$ cat src/hdl/lfpl_pkg.sv
// Shared constants and types for the LED frame power limiter.
// No dependencies; every other file in hdl/ uses this package.
package lfpl_pkg;

    localparam int MAX_BYTES         = 18;
    localparam int BITMAP_BYTES_DEF  = 18;
    localparam int BYTE_W            = 8;
    localparam int CNT_W             = 4;    // popcount of one byte, 0..8
    localparam int LIT_W             = 8;    // lit pixels, 0..144
    localparam int CSUM_W            = 10;   // r+g+b, 0..765
    localparam int MULT_W            = LIT_W + CSUM_W;
    localparam int POWER_W           = 17;
    localparam int COLOR_W           = 8;
    localparam int QUO_W             = COLOR_W;
    localparam int DVD_W             = COLOR_W + POWER_W;
    localparam int NCH               = 3;
    localparam int LOW_W             = 64;
    localparam int MID_W             = 64;
    localparam int HIGH_W            = 16;
    localparam int BITS_W            = LOW_W + MID_W + HIGH_W;

    localparam logic [POWER_W-1:0] POWER_LIMIT_RST = 17'h1FFFF;

    typedef logic [NCH-1:0][COLOR_W-1:0] color_t;

    // One divider stage worth of payload, three channels side by side.
    typedef struct packed {
        logic [NCH-1:0][POWER_W-1:0] rem;
        logic [NCH-1:0][DVD_W-1:0]   dvd;
        logic [NCH-1:0][QUO_W-1:0]   quo;
        color_t                      color;
        logic [POWER_W-1:0]          power;
        logic                        limited;
    } div_t;

endpackage

$ cat src/hdl/lfpl_ifs.sv
// Valid/ready channel interfaces for frames in and results out.
// Depends on lfpl_pkg for field widths.
interface lfpl_in_if;
    logic                              valid;
    logic                              ready;
    logic [lfpl_pkg::LOW_W-1:0]        bitmap_low;
    logic [lfpl_pkg::MID_W-1:0]        bitmap_mid;
    logic [lfpl_pkg::HIGH_W-1:0]       bitmap_high;
    logic [lfpl_pkg::COLOR_W-1:0]      red_in;
    logic [lfpl_pkg::COLOR_W-1:0]      green_in;
    logic [lfpl_pkg::COLOR_W-1:0]      blue_in;

    modport source (output valid, bitmap_low, bitmap_mid, bitmap_high,
                    red_in, green_in, blue_in, input ready);
    modport sink   (input valid, bitmap_low, bitmap_mid, bitmap_high,
                    red_in, green_in, blue_in, output ready);
endinterface

interface lfpl_out_if;
    logic                              valid;
    logic                              ready;
    logic [lfpl_pkg::COLOR_W-1:0]      red_out;
    logic [lfpl_pkg::COLOR_W-1:0]      green_out;
    logic [lfpl_pkg::COLOR_W-1:0]      blue_out;
    logic                              was_limited;
    logic [lfpl_pkg::POWER_W-1:0]      measured_power;

    modport source (output valid, red_out, green_out, blue_out, was_limited,
                    measured_power, input ready);
    modport sink   (input valid, red_out, green_out, blue_out, was_limited,
                    measured_power, output ready);
endinterface

$ cat src/hdl/lfpl_lane.sv
// One bitmap lane: registered popcount of a single bitmap byte.
// Depends on lfpl_pkg.
module lfpl_lane #(
    parameter bit USED = 1'b1
) (
    input  logic                          clk,
    input  logic                          en,
    input  logic [lfpl_pkg::BYTE_W-1:0]   byte_in,
    output logic [lfpl_pkg::CNT_W-1:0]    count_reg
);
    import lfpl_pkg::*;

    logic [CNT_W-1:0] count_next;

    always_comb
    begin
        count_next = '0;
        for (int i = 0; i < BYTE_W; i++)
        begin
            count_next = count_next + CNT_W'(byte_in[i]);
        end
        if (!USED)
        begin
            count_next = '0;
        end
    end

    always_ff @(posedge clk)
    begin
        if (en)
        begin
            count_reg <= count_next;
        end
    end

endmodule

$ cat src/hdl/lfpl_merge.sv
// Merge stage: adds the per-lane byte counts into the lit pixel count.
// Depends on lfpl_pkg.
module lfpl_merge (
    input  logic                                          clk,
    input  logic                                          en,
    input  logic [lfpl_pkg::MAX_BYTES-1:0][lfpl_pkg::CNT_W-1:0] counts,
    output logic [lfpl_pkg::LIT_W-1:0]                    lit_reg
);
    import lfpl_pkg::*;

    localparam int GRP    = 3;
    localparam int PER    = (MAX_BYTES + GRP - 1) / GRP;

    logic [GRP-1:0][LIT_W-1:0] part;
    logic [LIT_W-1:0]          lit_next;

    // Three short chains, then a final three-way add.
    always_comb
    begin
        for (int g = 0; g < GRP; g++)
        begin
            part[g] = '0;
            for (int j = 0; j < PER; j++)
            begin
                if (g * PER + j < MAX_BYTES)
                begin
                    part[g] = part[g] + LIT_W'(counts[g * PER + j]);
                end
            end
        end
        lit_next = '0;
        for (int g = 0; g < GRP; g++)
        begin
            lit_next = lit_next + part[g];
        end
    end

    always_ff @(posedge clk)
    begin
        if (en)
        begin
            lit_reg <= lit_next;
        end
    end

endmodule

$ cat src/hdl/lfpl_div_step.sv
// One restoring-division step for all three color channels.
// Depends on lfpl_pkg (div_t); chained eight deep in the top level.
module lfpl_div_step #(
    parameter int STEP = 7
) (
    input  logic           clk,
    input  logic           en,
    input  lfpl_pkg::div_t d_in,
    output lfpl_pkg::div_t d_reg
);
    import lfpl_pkg::*;

    localparam int BIT_W = $clog2(DVD_W);

    div_t                  d_next;
    logic [POWER_W:0]      trial;
    logic [POWER_W:0]      divisor;

    always_comb
    begin
        d_next  = d_in;
        divisor = {1'b0, d_in.power};
        trial   = '0;
        for (int c = 0; c < NCH; c++)
        begin
            trial = {d_in.rem[c], d_in.dvd[c][BIT_W'(STEP)]};
            if (trial >= divisor)
            begin
                d_next.rem[c] = POWER_W'(trial - divisor);
                d_next.quo[c] = {d_in.quo[c][QUO_W-2:0], 1'b1};
            end
            else
            begin
                d_next.rem[c] = trial[POWER_W-1:0];
                d_next.quo[c] = {d_in.quo[c][QUO_W-2:0], 1'b0};
            end
        end
    end

    always_ff @(posedge clk)
    begin
        if (en)
        begin
            d_reg <= d_next;
        end
    end

endmodule

$ cat src/hdl/led_frame_power_limiter_top.sv
// Top level of the LED frame power limiter: lanes, merge, multiply, divider, output.
// Depends on lfpl_pkg, lfpl_ifs, lfpl_lane, lfpl_merge, lfpl_div_step.
//
// Use:
//   frame_in carries one frame per transfer: a 144-bit on/off bitmap split in
//   three fields and an RGB color. result_out carries one result per frame, in
//   order: the limited color, a was_limited flag and the measured power
//   (lit pixels times r+g+b). The user must write power_limit through
//   cfg_wr_en / cfg_wr_data only while no frame is in flight; the block does
//   not enforce this. Throughput is one frame per cycle while result_out is
//   not stalled. Frames pass through byte popcount lanes, one merge, one
//   multiply, eight one-bit divider stages and the output register.
//   Each stage holds its own valid bit, so empty stages fill while the
//   receiver stalls; frame_in.ready drops only once every stage is full.
//   Reset clears all valid bits and sets power_limit to 131071.
module led_frame_power_limiter_top #(
    parameter int BITMAP_BYTES = lfpl_pkg::BITMAP_BYTES_DEF
) (
    input  logic                           clk,
    input  logic                           rst_n,
    input  logic                           cfg_wr_en,
    input  logic [lfpl_pkg::POWER_W-1:0]   cfg_wr_data,
    lfpl_in_if.sink                        frame_in,
    lfpl_out_if.source                     result_out
);
    import lfpl_pkg::*;

    localparam int NB     = (BITMAP_BYTES > MAX_BYTES) ? MAX_BYTES : BITMAP_BYTES;
    localparam int S_DIV  = 3;
    localparam int S_OUT  = S_DIV + QUO_W;
    localparam int NSTG   = S_OUT + 1;

    logic [POWER_W-1:0]                limit_reg;
    logic [NSTG-1:0]                   vld_reg;
    logic [NSTG-1:0]                   vld_next;
    logic [NSTG:0]                     rdy;

    logic [BITS_W-1:0]                 bits;
    logic [MAX_BYTES-1:0][CNT_W-1:0]   counts;
    logic [LIT_W-1:0]                  lit_reg;

    color_t                            col0_reg;
    color_t                            col1_reg;
    color_t                            col2_reg;
    logic [CSUM_W-1:0]                 csum1_reg;
    logic [MULT_W-1:0]                 mult_full;
    logic [POWER_W-1:0]                power2_reg;
    logic [NCH-1:0][DVD_W-1:0]         prod2_reg;

    div_t                              dchain [0:QUO_W];

    color_t                            col_out_reg;
    logic                              lim_out_reg;
    logic [POWER_W-1:0]                pwr_out_reg;

    // ---------------- configuration ----------------
    always_ff @(posedge clk or negedge rst_n)
    begin
        if (!rst_n)
        begin
            limit_reg <= POWER_LIMIT_RST;
        end
        else if (cfg_wr_en)
        begin
            limit_reg <= cfg_wr_data;
        end
    end

    // ---------------- pipeline control ----------------
    // A stage loads when it is empty or the stage after it moves on.
    always_comb
    begin
        rdy[NSTG] = result_out.ready;
        for (int k = NSTG - 1; k >= 0; k--)
        begin
            rdy[k] = !vld_reg[k] || rdy[k + 1];
        end
        vld_next = vld_reg;
        if (rdy[0])
        begin
            vld_next[0] = frame_in.valid;
        end
        for (int k = 1; k < NSTG; k++)
        begin
            if (rdy[k])
            begin
                vld_next[k] = vld_reg[k - 1];
            end
        end
    end

    always_ff @(posedge clk or negedge rst_n)
    begin
        if (!rst_n)
        begin
            vld_reg <= '0;
        end
        else
        begin
            vld_reg <= vld_next;
        end
    end

    assign frame_in.ready = rdy[0];

    // ---------------- stage 0: byte lanes ----------------
    assign bits = {frame_in.bitmap_high, frame_in.bitmap_mid, frame_in.bitmap_low};

    for (genvar b = 0; b < MAX_BYTES; b++)
    begin : g_lane
        lfpl_lane #(
            .USED (b < NB)
        ) u_lane (
            .clk       (clk),
            .en        (rdy[0]),
            .byte_in   (bits[b * BYTE_W +: BYTE_W]),
            .count_reg (counts[b])
        );
    end

    always_ff @(posedge clk)
    begin
        if (rdy[0])
        begin
            col0_reg <= {frame_in.blue_in, frame_in.green_in, frame_in.red_in};
        end
    end

    // ---------------- stage 1: merge ----------------
    lfpl_merge u_merge (
        .clk     (clk),
        .en      (rdy[1]),
        .counts  (counts),
        .lit_reg (lit_reg)
    );

    always_ff @(posedge clk)
    begin
        if (rdy[1])
        begin
            col1_reg  <= col0_reg;
            csum1_reg <= CSUM_W'(col0_reg[0]) + CSUM_W'(col0_reg[1])
                         + CSUM_W'(col0_reg[2]);
        end
    end

    // ---------------- stage 2: power and dividends ----------------
    assign mult_full = MULT_W'(lit_reg) * MULT_W'(csum1_reg);

    always_ff @(posedge clk)
    begin
        if (rdy[2])
        begin
            col2_reg   <= col1_reg;
            power2_reg <= mult_full[POWER_W-1:0];
            for (int c = 0; c < NCH; c++)
            begin
                prod2_reg[c] <= DVD_W'(col1_reg[c]) * DVD_W'(limit_reg);
            end
        end
    end

    // Quotient is at most the channel value when power >= limit, so the
    // top bits of the dividend are already below the divisor.
    always_comb
    begin
        dchain[0].power   = power2_reg;
        dchain[0].limited = (power2_reg != '0) && (power2_reg >= limit_reg);
        dchain[0].color   = col2_reg;
        for (int c = 0; c < NCH; c++)
        begin
            dchain[0].dvd[c] = prod2_reg[c];
            dchain[0].rem[c] = prod2_reg[c][DVD_W-1:QUO_W];
            dchain[0].quo[c] = '0;
        end
    end

    // ---------------- stages 3..10: divider ----------------
    for (genvar k = 0; k < QUO_W; k++)
    begin : g_div
        lfpl_div_step #(
            .STEP (QUO_W - 1 - k)
        ) u_step (
            .clk   (clk),
            .en    (rdy[S_DIV + k]),
            .d_in  (dchain[k]),
            .d_reg (dchain[k + 1])
        );
    end

    // ---------------- stage 11: output register ----------------
    always_ff @(posedge clk)
    begin
        if (rdy[S_OUT])
        begin
            lim_out_reg <= dchain[QUO_W].limited;
            pwr_out_reg <= dchain[QUO_W].power;
            for (int c = 0; c < NCH; c++)
            begin
                col_out_reg[c] <= dchain[QUO_W].limited ? dchain[QUO_W].quo[c]
                                                        : dchain[QUO_W].color[c];
            end
        end
    end

    assign result_out.valid          = vld_reg[S_OUT];
    assign result_out.red_out        = col_out_reg[0];
    assign result_out.green_out      = col_out_reg[1];
    assign result_out.blue_out       = col_out_reg[2];
    assign result_out.was_limited    = lim_out_reg;
    assign result_out.measured_power = pwr_out_reg;

endmodule
$ cat src/flat_wrapper.sv
// flat-port wrapper written by rule: the top's interface ports become plain ports
module led_frame_power_limiter_top_flat import lfpl_pkg::*;
#(
    parameter int BITMAP_BYTES = lfpl_pkg::BITMAP_BYTES_DEF
)
  (clk, rst_n, cfg_wr_en, cfg_wr_data, frame_in_valid, frame_in_bitmap_low, frame_in_bitmap_mid, frame_in_bitmap_high, frame_in_red_in, frame_in_green_in, frame_in_blue_in, frame_in_ready, result_out_valid, result_out_red_out, result_out_green_out, result_out_blue_out, result_out_was_limited, result_out_measured_power, result_out_ready);
  lfpl_in_if frame_in_i ();
  lfpl_out_if result_out_i ();
  input  logic clk;
  input  logic rst_n;
  input  logic cfg_wr_en;
  input  logic [lfpl_pkg::POWER_W-1:0] cfg_wr_data;
  input wire logic [$bits(frame_in_i.valid)-1:0] frame_in_valid;
  input wire logic [$bits(frame_in_i.bitmap_low)-1:0] frame_in_bitmap_low;
  input wire logic [$bits(frame_in_i.bitmap_mid)-1:0] frame_in_bitmap_mid;
  input wire logic [$bits(frame_in_i.bitmap_high)-1:0] frame_in_bitmap_high;
  input wire logic [$bits(frame_in_i.red_in)-1:0] frame_in_red_in;
  input wire logic [$bits(frame_in_i.green_in)-1:0] frame_in_green_in;
  input wire logic [$bits(frame_in_i.blue_in)-1:0] frame_in_blue_in;
  output wire logic [$bits(frame_in_i.ready)-1:0] frame_in_ready;
  output wire logic [$bits(result_out_i.valid)-1:0] result_out_valid;
  output wire logic [$bits(result_out_i.red_out)-1:0] result_out_red_out;
  output wire logic [$bits(result_out_i.green_out)-1:0] result_out_green_out;
  output wire logic [$bits(result_out_i.blue_out)-1:0] result_out_blue_out;
  output wire logic [$bits(result_out_i.was_limited)-1:0] result_out_was_limited;
  output wire logic [$bits(result_out_i.measured_power)-1:0] result_out_measured_power;
  input wire logic [$bits(result_out_i.ready)-1:0] result_out_ready;
  assign frame_in_i.valid = frame_in_valid;
  assign frame_in_i.bitmap_low = frame_in_bitmap_low;
  assign frame_in_i.bitmap_mid = frame_in_bitmap_mid;
  assign frame_in_i.bitmap_high = frame_in_bitmap_high;
  assign frame_in_i.red_in = frame_in_red_in;
  assign frame_in_i.green_in = frame_in_green_in;
  assign frame_in_i.blue_in = frame_in_blue_in;
  assign frame_in_ready = frame_in_i.ready;
  assign result_out_valid = result_out_i.valid;
  assign result_out_red_out = result_out_i.red_out;
  assign result_out_green_out = result_out_i.green_out;
  assign result_out_blue_out = result_out_i.blue_out;
  assign result_out_was_limited = result_out_i.was_limited;
  assign result_out_measured_power = result_out_i.measured_power;
  assign result_out_i.ready = result_out_ready;
  led_frame_power_limiter_top #(.BITMAP_BYTES(BITMAP_BYTES)) u_core (.clk(clk), .rst_n(rst_n), .cfg_wr_en(cfg_wr_en), .cfg_wr_data(cfg_wr_data), .frame_in(frame_in_i), .result_out(result_out_i));
endmodule
$ cat config.mk
export PLATFORM = sky130hd
export DESIGN_NAME = led_frame_power_limiter_top_flat
export DESIGN_NICKNAME = d
export VERILOG_FILES = /design/src/hdl/lfpl_pkg.sv /design/src/hdl/lfpl_ifs.sv /design/src/hdl/lfpl_lane.sv /design/src/hdl/lfpl_merge.sv /design/src/hdl/lfpl_div_step.sv /design/src/hdl/led_frame_power_limiter_top.sv /design/src/flat_wrapper.sv
export SDC_FILE = /design/constraint.sdc
export NUM_CORES = 2
export LEC_CHECK = 0
export ABC_AREA = 1
export BUFFER_PORTS_ARGS = -buffer_cell sky130_fd_sc_hd__buf_2
export CORE_MARGIN = 10
export CORE_UTILIZATION = 50
export DETAILED_ROUTE_END_ITERATION = 7
export PLACE_DENSITY = 0.66
export SETUP_SLACK_MARGIN = 0.1
export SLEW_MARGIN = 5
export SYNTH_ARGS = -nofsm -noshare
export SYNTH_HDL_FRONTEND = slang
export SYNTH_SLANG_ARGS = --single-unit
$ cat constraint.sdc
create_clock -name clk -period 20.7 [get_ports clk]
set_input_delay 3.105 -clock clk [delete_from_list [all_inputs] [get_ports clk]]
set_output_delay 3.105 -clock clk [all_outputs]
set_load 0.1 [all_outputs]
[Yosys cells after proc, flatten, opt, wreduce, memory -nomap -nowiden]
Index checks and enable logic that the tools add are counted.
Storage, ports and cells
  output and inout port bits: 44
  bits of input ports: 190
  register bits: 1210
Cells by class
  magnitude comparators: 25
  reductions and logical operators: 26
  $mul: 4
  add/sub/neg operators: 166
  mux-type cells: 48
Operator list (count)
  $ge 18x17->1: 24
  $mux 17: 21
  $sub 17x17->17: 21
  $add 4x1->4: 72
  $mul 8x17->25: 3
  $add 3x1->4: 18
  $add 2x1->3: 18
  $add 1x1->2: 18
  $add 7x4->8: 3
  $add 8x4->8: 3
  $mux 1: 24
  $mux 8: 3
  $add 6x4->7: 3
  $add 5x4->6: 3
  $ge 17x17->1: 1
  $mul 8x10->17: 1
  $reduce_bool 17->1: 1
  $add 8x8->8: 2
  $add 4x4->5: 3
  $logic_not 1->1: 12
  $logic_or 1x1->1: 12
  $add 10x8->10: 1
  $add 8x8->9: 1
  $logic_and 1x1->1: 1

[Longest topological paths before layout]
  word-level depth: 13
  gate-level depth with buffers: 23
  mapped depth without buffers: 21

[Modules after synthesis]
Synthesis repeated with hierarchy kept, for this count alone.
Unflattened totals
  cells, all modules: 12176
  area total of the unflattened synthesis: 113821.7 µm²
Modules (own cells, without submodules)
  lfpl_div_step (u_core.g_div[1].u_step ...): area an instance 9980.8 µm², times used 5, sequential area each 5765.5 µm², cells an instance 1039
  led_frame_power_limiter_top: area an instance 25771.0 µm², times used 1, sequential area each 7233.2 µm², cells an instance 3018
  lfpl_div_step (u_core.g_div[6].u_step ...): area an instance 10053.4 µm², times used 2, sequential area each 5765.5 µm², cells an instance 1047
  lfpl_div_step (u_core.g_div[0].u_step): area an instance 9895.7 µm², times used 1, sequential area each 5765.5 µm², cells an instance 1037
  lfpl_lane: area an instance 321.6 µm², times used 18, sequential area each 120.1 µm², cells an instance 33
  lfpl_merge: area an instance 2356.0 µm², times used 1, sequential area each 240.2 µm², cells an instance 238

[Least setup slack after synthesis]
No wires, ideal clock.
  path type: input -> output
  from: input result_out_ready
  to: output frame_in_ready
  cell stages on the path: 6
  data arrival time: 14.276 ns
  setup slack: 3.319 ns
  path through: inv_1 nand4_2 nor3_1 nand4_1 nor2_2 nand4_1
Between the ends
  word-level cells in the longest chain between the ends: 12
RTL lines
  start, declared: line flat_wrapper.sv:27  | input wire logic [$bits(result_out_i.ready)-1:0] result_out_ready;
  $logic_or 1x1->1 (3 in a row): line led_frame_power_limiter_top.sv:76  | rdy[k] = !vld_reg[k] || rdy[k + 1];
  named net u_core.g_div[6].u_step.en: line lfpl_div_step.sv:7  | input logic en,
  $logic_or 1x1->1 (5 in a row): line led_frame_power_limiter_top.sv:76
  named net u_core.g_div[1].u_step.en: line lfpl_div_step.sv:7
  $logic_or 1x1->1 (4 in a row): line led_frame_power_limiter_top.sv:76
  end, declared: line flat_wrapper.sv:20  | output wire logic [$bits(frame_in_i.ready)-1:0] frame_in_ready;
The timed path passes the listed nets, and every way through them passes these cells.

[Final worst setup path]
Same ends and word-level chain as after synthesis.

==> results.py <==
metrics = {
    "min_path": {
        "hp-start": "u_core.col2_reg[0]$_DFFE_PP_",
        "min_to": "u_core.g_div[0].u_step.d_reg[18]$_DFFE_PP_",
        "hold_depth": 0,
        "min_path_type": "flip-flop to flip-flop",
    },
    "timing": {
        "drv_slew": 0,
        "rsz0062_at_grt": "no",
        "finalSetupTns_ns": 0,
        "clock_skew_ns": 0.0637,
        "slew_headroom_pct": 25.0,
        "tightestPinTransition_ns": 1.13,
        "setup_ws_ns": 10.96,
        "finalCritPeriodShare_pct": 47.0,
        "final.min_clock_period_ns": 9.74,
        "max_clock_freq_mhz": 103,
        "whs_ns": 0.389,
        "final-hold-violation-count": 0,
        "setup_viol": 0,
    },
    "setup_path": {
        "crit_type": "input pin to primary output",
        "path_cells": "buf_2, inv_1, nand4_4, nor3_1, nand4_1, buf_4, nor2_2, nand4_1, buf_4, buf_2",
        "cp_slowest_stage_delay_ns": 0.73,
        "rr_endpoint": "u_core.dchain[1650]$_DFFE_PP_",
        "cp_max_fo": 54,
        "cpMaxStageDelayCell": "nand4_4",
        "rr_worst_depth": 17,
        "critPathCaptureType": "primary output",
        "rrSetupSlack_ns": 15.43,
        "r2r-start": "u_core.col1_reg[13]$_DFFE_PP_",
        "crit_path_start_kind": "input pin",
        "worstPathArrival_ns": 6.63,
        "cp_data_required_time_ns": 17.59,
    },
    "synth": {
        "synthSimpleGateAreaFrac_pct": 21.7,
        "synth_top_family_by_area": "simple AND/OR/NAND/NOR gates",
        "synth_seq_cells": 1210,
        "syn-num-nets": 11100,
        "synth_seq_area_share_pct": 41.0,
        "syn_inst": 9786,
        "synth_top_cell_by_area": "edfxtp_1",
        "muxShareOfSynthArea_pct": 0.319,
        "postSynthAreaPerCell_um2": 9.02,
        "yosys.cell_types.count": 52,
        "synth_top_area_share_pct": 40.2,
        "synthAdderAreaFrac_pct": 20.4,
        "ys.warnings.count": 0,
        "syn_area_um2": 88200,
        "synth_xor_area_share_pct": 2.44,
        "synth.area.top_cells": "edfxtp_1, nand2_1, fa_1",
        "synth_compound_area_share_pct": 5.00,
    },
    "cts": {
        "clkTransAtPathRegs_ns": 0.06,
        "cts_tree": "built",
        "numCtsBuffers": 132,
        "clk_latency_ns": 0.83,
        "cts.sinks": 1210,
        "cts_setup_buffers": 0,
        "clock_path_buffers": 3,
        "htree_num_levels": 4,
        "cts_resized": 0,
        "hold_buffers": 0,
        "cts-root-buf": "clkbuf_16",
    },
    "final_layout": {
        "fin_util_pct": 54.6,
        "drive_gt1_share_pct": 8.75,
        "syn2layout_area_growth_pct": 8.68,
        "layout_common_cells": "nand2_1, inv_1, edfxtp_1, ha_1, nand3_1",
        "largest_reg_flops": 885,
        "layout.nets": 11300,
        "layout_commonest_cell": "nand2_1",
    },
    "floorplan": {
        "dieArea_um2": 194000,
        "start_util_pct": 50.2,
        "die_w_um": 440,
        "num_rows": 154,
        "io_pins": 234,
        "core-area_um2": 176000,
        "chipHeight_um": 440,
    },
    "place": {
        "port_buffers": 233,
        "pre_cts_slack_ns": 10.92,
        "hpwl_mm": 189,
        "gp_congestion": 0.987,
    },
    "routing": {
        "met1_length_mm": 95.5,
        "wl_met2_mm": 116,
        "drc": 0,
        "route.top_layer_used": "met5",
        "vias": 65500,
        "drt_iter0_drc": 4604,
        "wirelength_mm": 238,
        "vias_per_cell": 5.27,
        "wl_met3_mm": 13.7,
        "wire_per_inst_um": 19.1,
        "final_antenna_net_count": 0,
        "first_pass_iters": 8,
    },
    "run_status": {
        "status": "finished clean",
    },
    "global_route": {
        "gr-total-overflow": 0,
        "grt_max_degree": 74,
        "track_usage_pct": 24.4,
        "antenna_found_initial": 11,
        "grt_pass1_wl_mm": 368,
        "grt_pass1_vias": 65300,
    },
    "run": {
        "drv_cap": 0,
    },
}
-- synthesized netlist by cell type, drive strengths merged --
cell type and number:
a211oi 1, a21boi 3, a21o 30, a21oi 394, a221oi 1, a31oi 23
and2 43, and3 1, buf 64, clkbuf 122, dfrtp 12, dfstp 17
edfxtp 1181, fa 475, ha 682, inv 1850, mux2 25, nand2 2992
nand3 633, nand3b 25, nand4 61, nor2 463, nor2b 1, nor3 107
nor4 9, o2111ai 2, o211ai 3, o21a 6, o21ai 252, o21bai 33
o22ai 1, o31ai 5, or2 23, xnor2 75, xor2 171
-- worst max-delay path, delay by kind of cell --
| family | cells | cell delay [ns] |
|---|---|---|
| buf+inv | 5 | 1.37 |
| simple gates | 5 | 2.10 |
-- per-layer routing --
metal / up-vias / global-route usage, %
li1: 31700 / -
met4: 14 / 11.3
met3: 567 / 3.58
met2: 2025 / 41.8
met5: - / 0
met1: 31200 / 30.3
-- kinds of logic after synthesis --
group,after synthesis
XOR/XNOR,246
buffers and inverters,2036
adder cells (fa/ha/maj),1157
flip-flops,1210
AO/OA/AOI/OAI,754
AND/OR/NAND/NOR,4358
multiplexers,25
-- through the flow --
stage	cell area (um^2)	instances
after global placement	91400	12200
after CTS	95900	12400
after detailed placement	91400	12200
after global routing	95900	12400
final	95900	12400
after floorplan	88200	9786
-- final cells by class --
class | instances | area (um^2)
Antenna cell | 2 | 5.00
Clock buffer | 160 | 3480
Clock inverter | 73 | 981
Fill cell | 15700 | 79800
Inverter | 1850 | 6950
Multi-Input combinational cell | 6540 | 44000
Sequential cell | 1210 | 36200
Tap cell | 2340 | 2930
Timing Repair Buffer | 249 | 1290
-- worst max path at each step --
stage / startpoint / to
2_1_floorplan: result_out_ready / frame_in_ready
3_3_place_gp: result_out_ready / frame_in_ready
3_5_place_dp: result_out_ready / frame_in_ready
4_1_cts: result_out_ready / frame_in_ready
5_1_grt: result_out_ready / frame_in_ready
6_report: result_out_ready / frame_in_ready
Power is not shown: default switching activity piles up to over one toggle a cycle in this logic, so the estimate is an artifact.
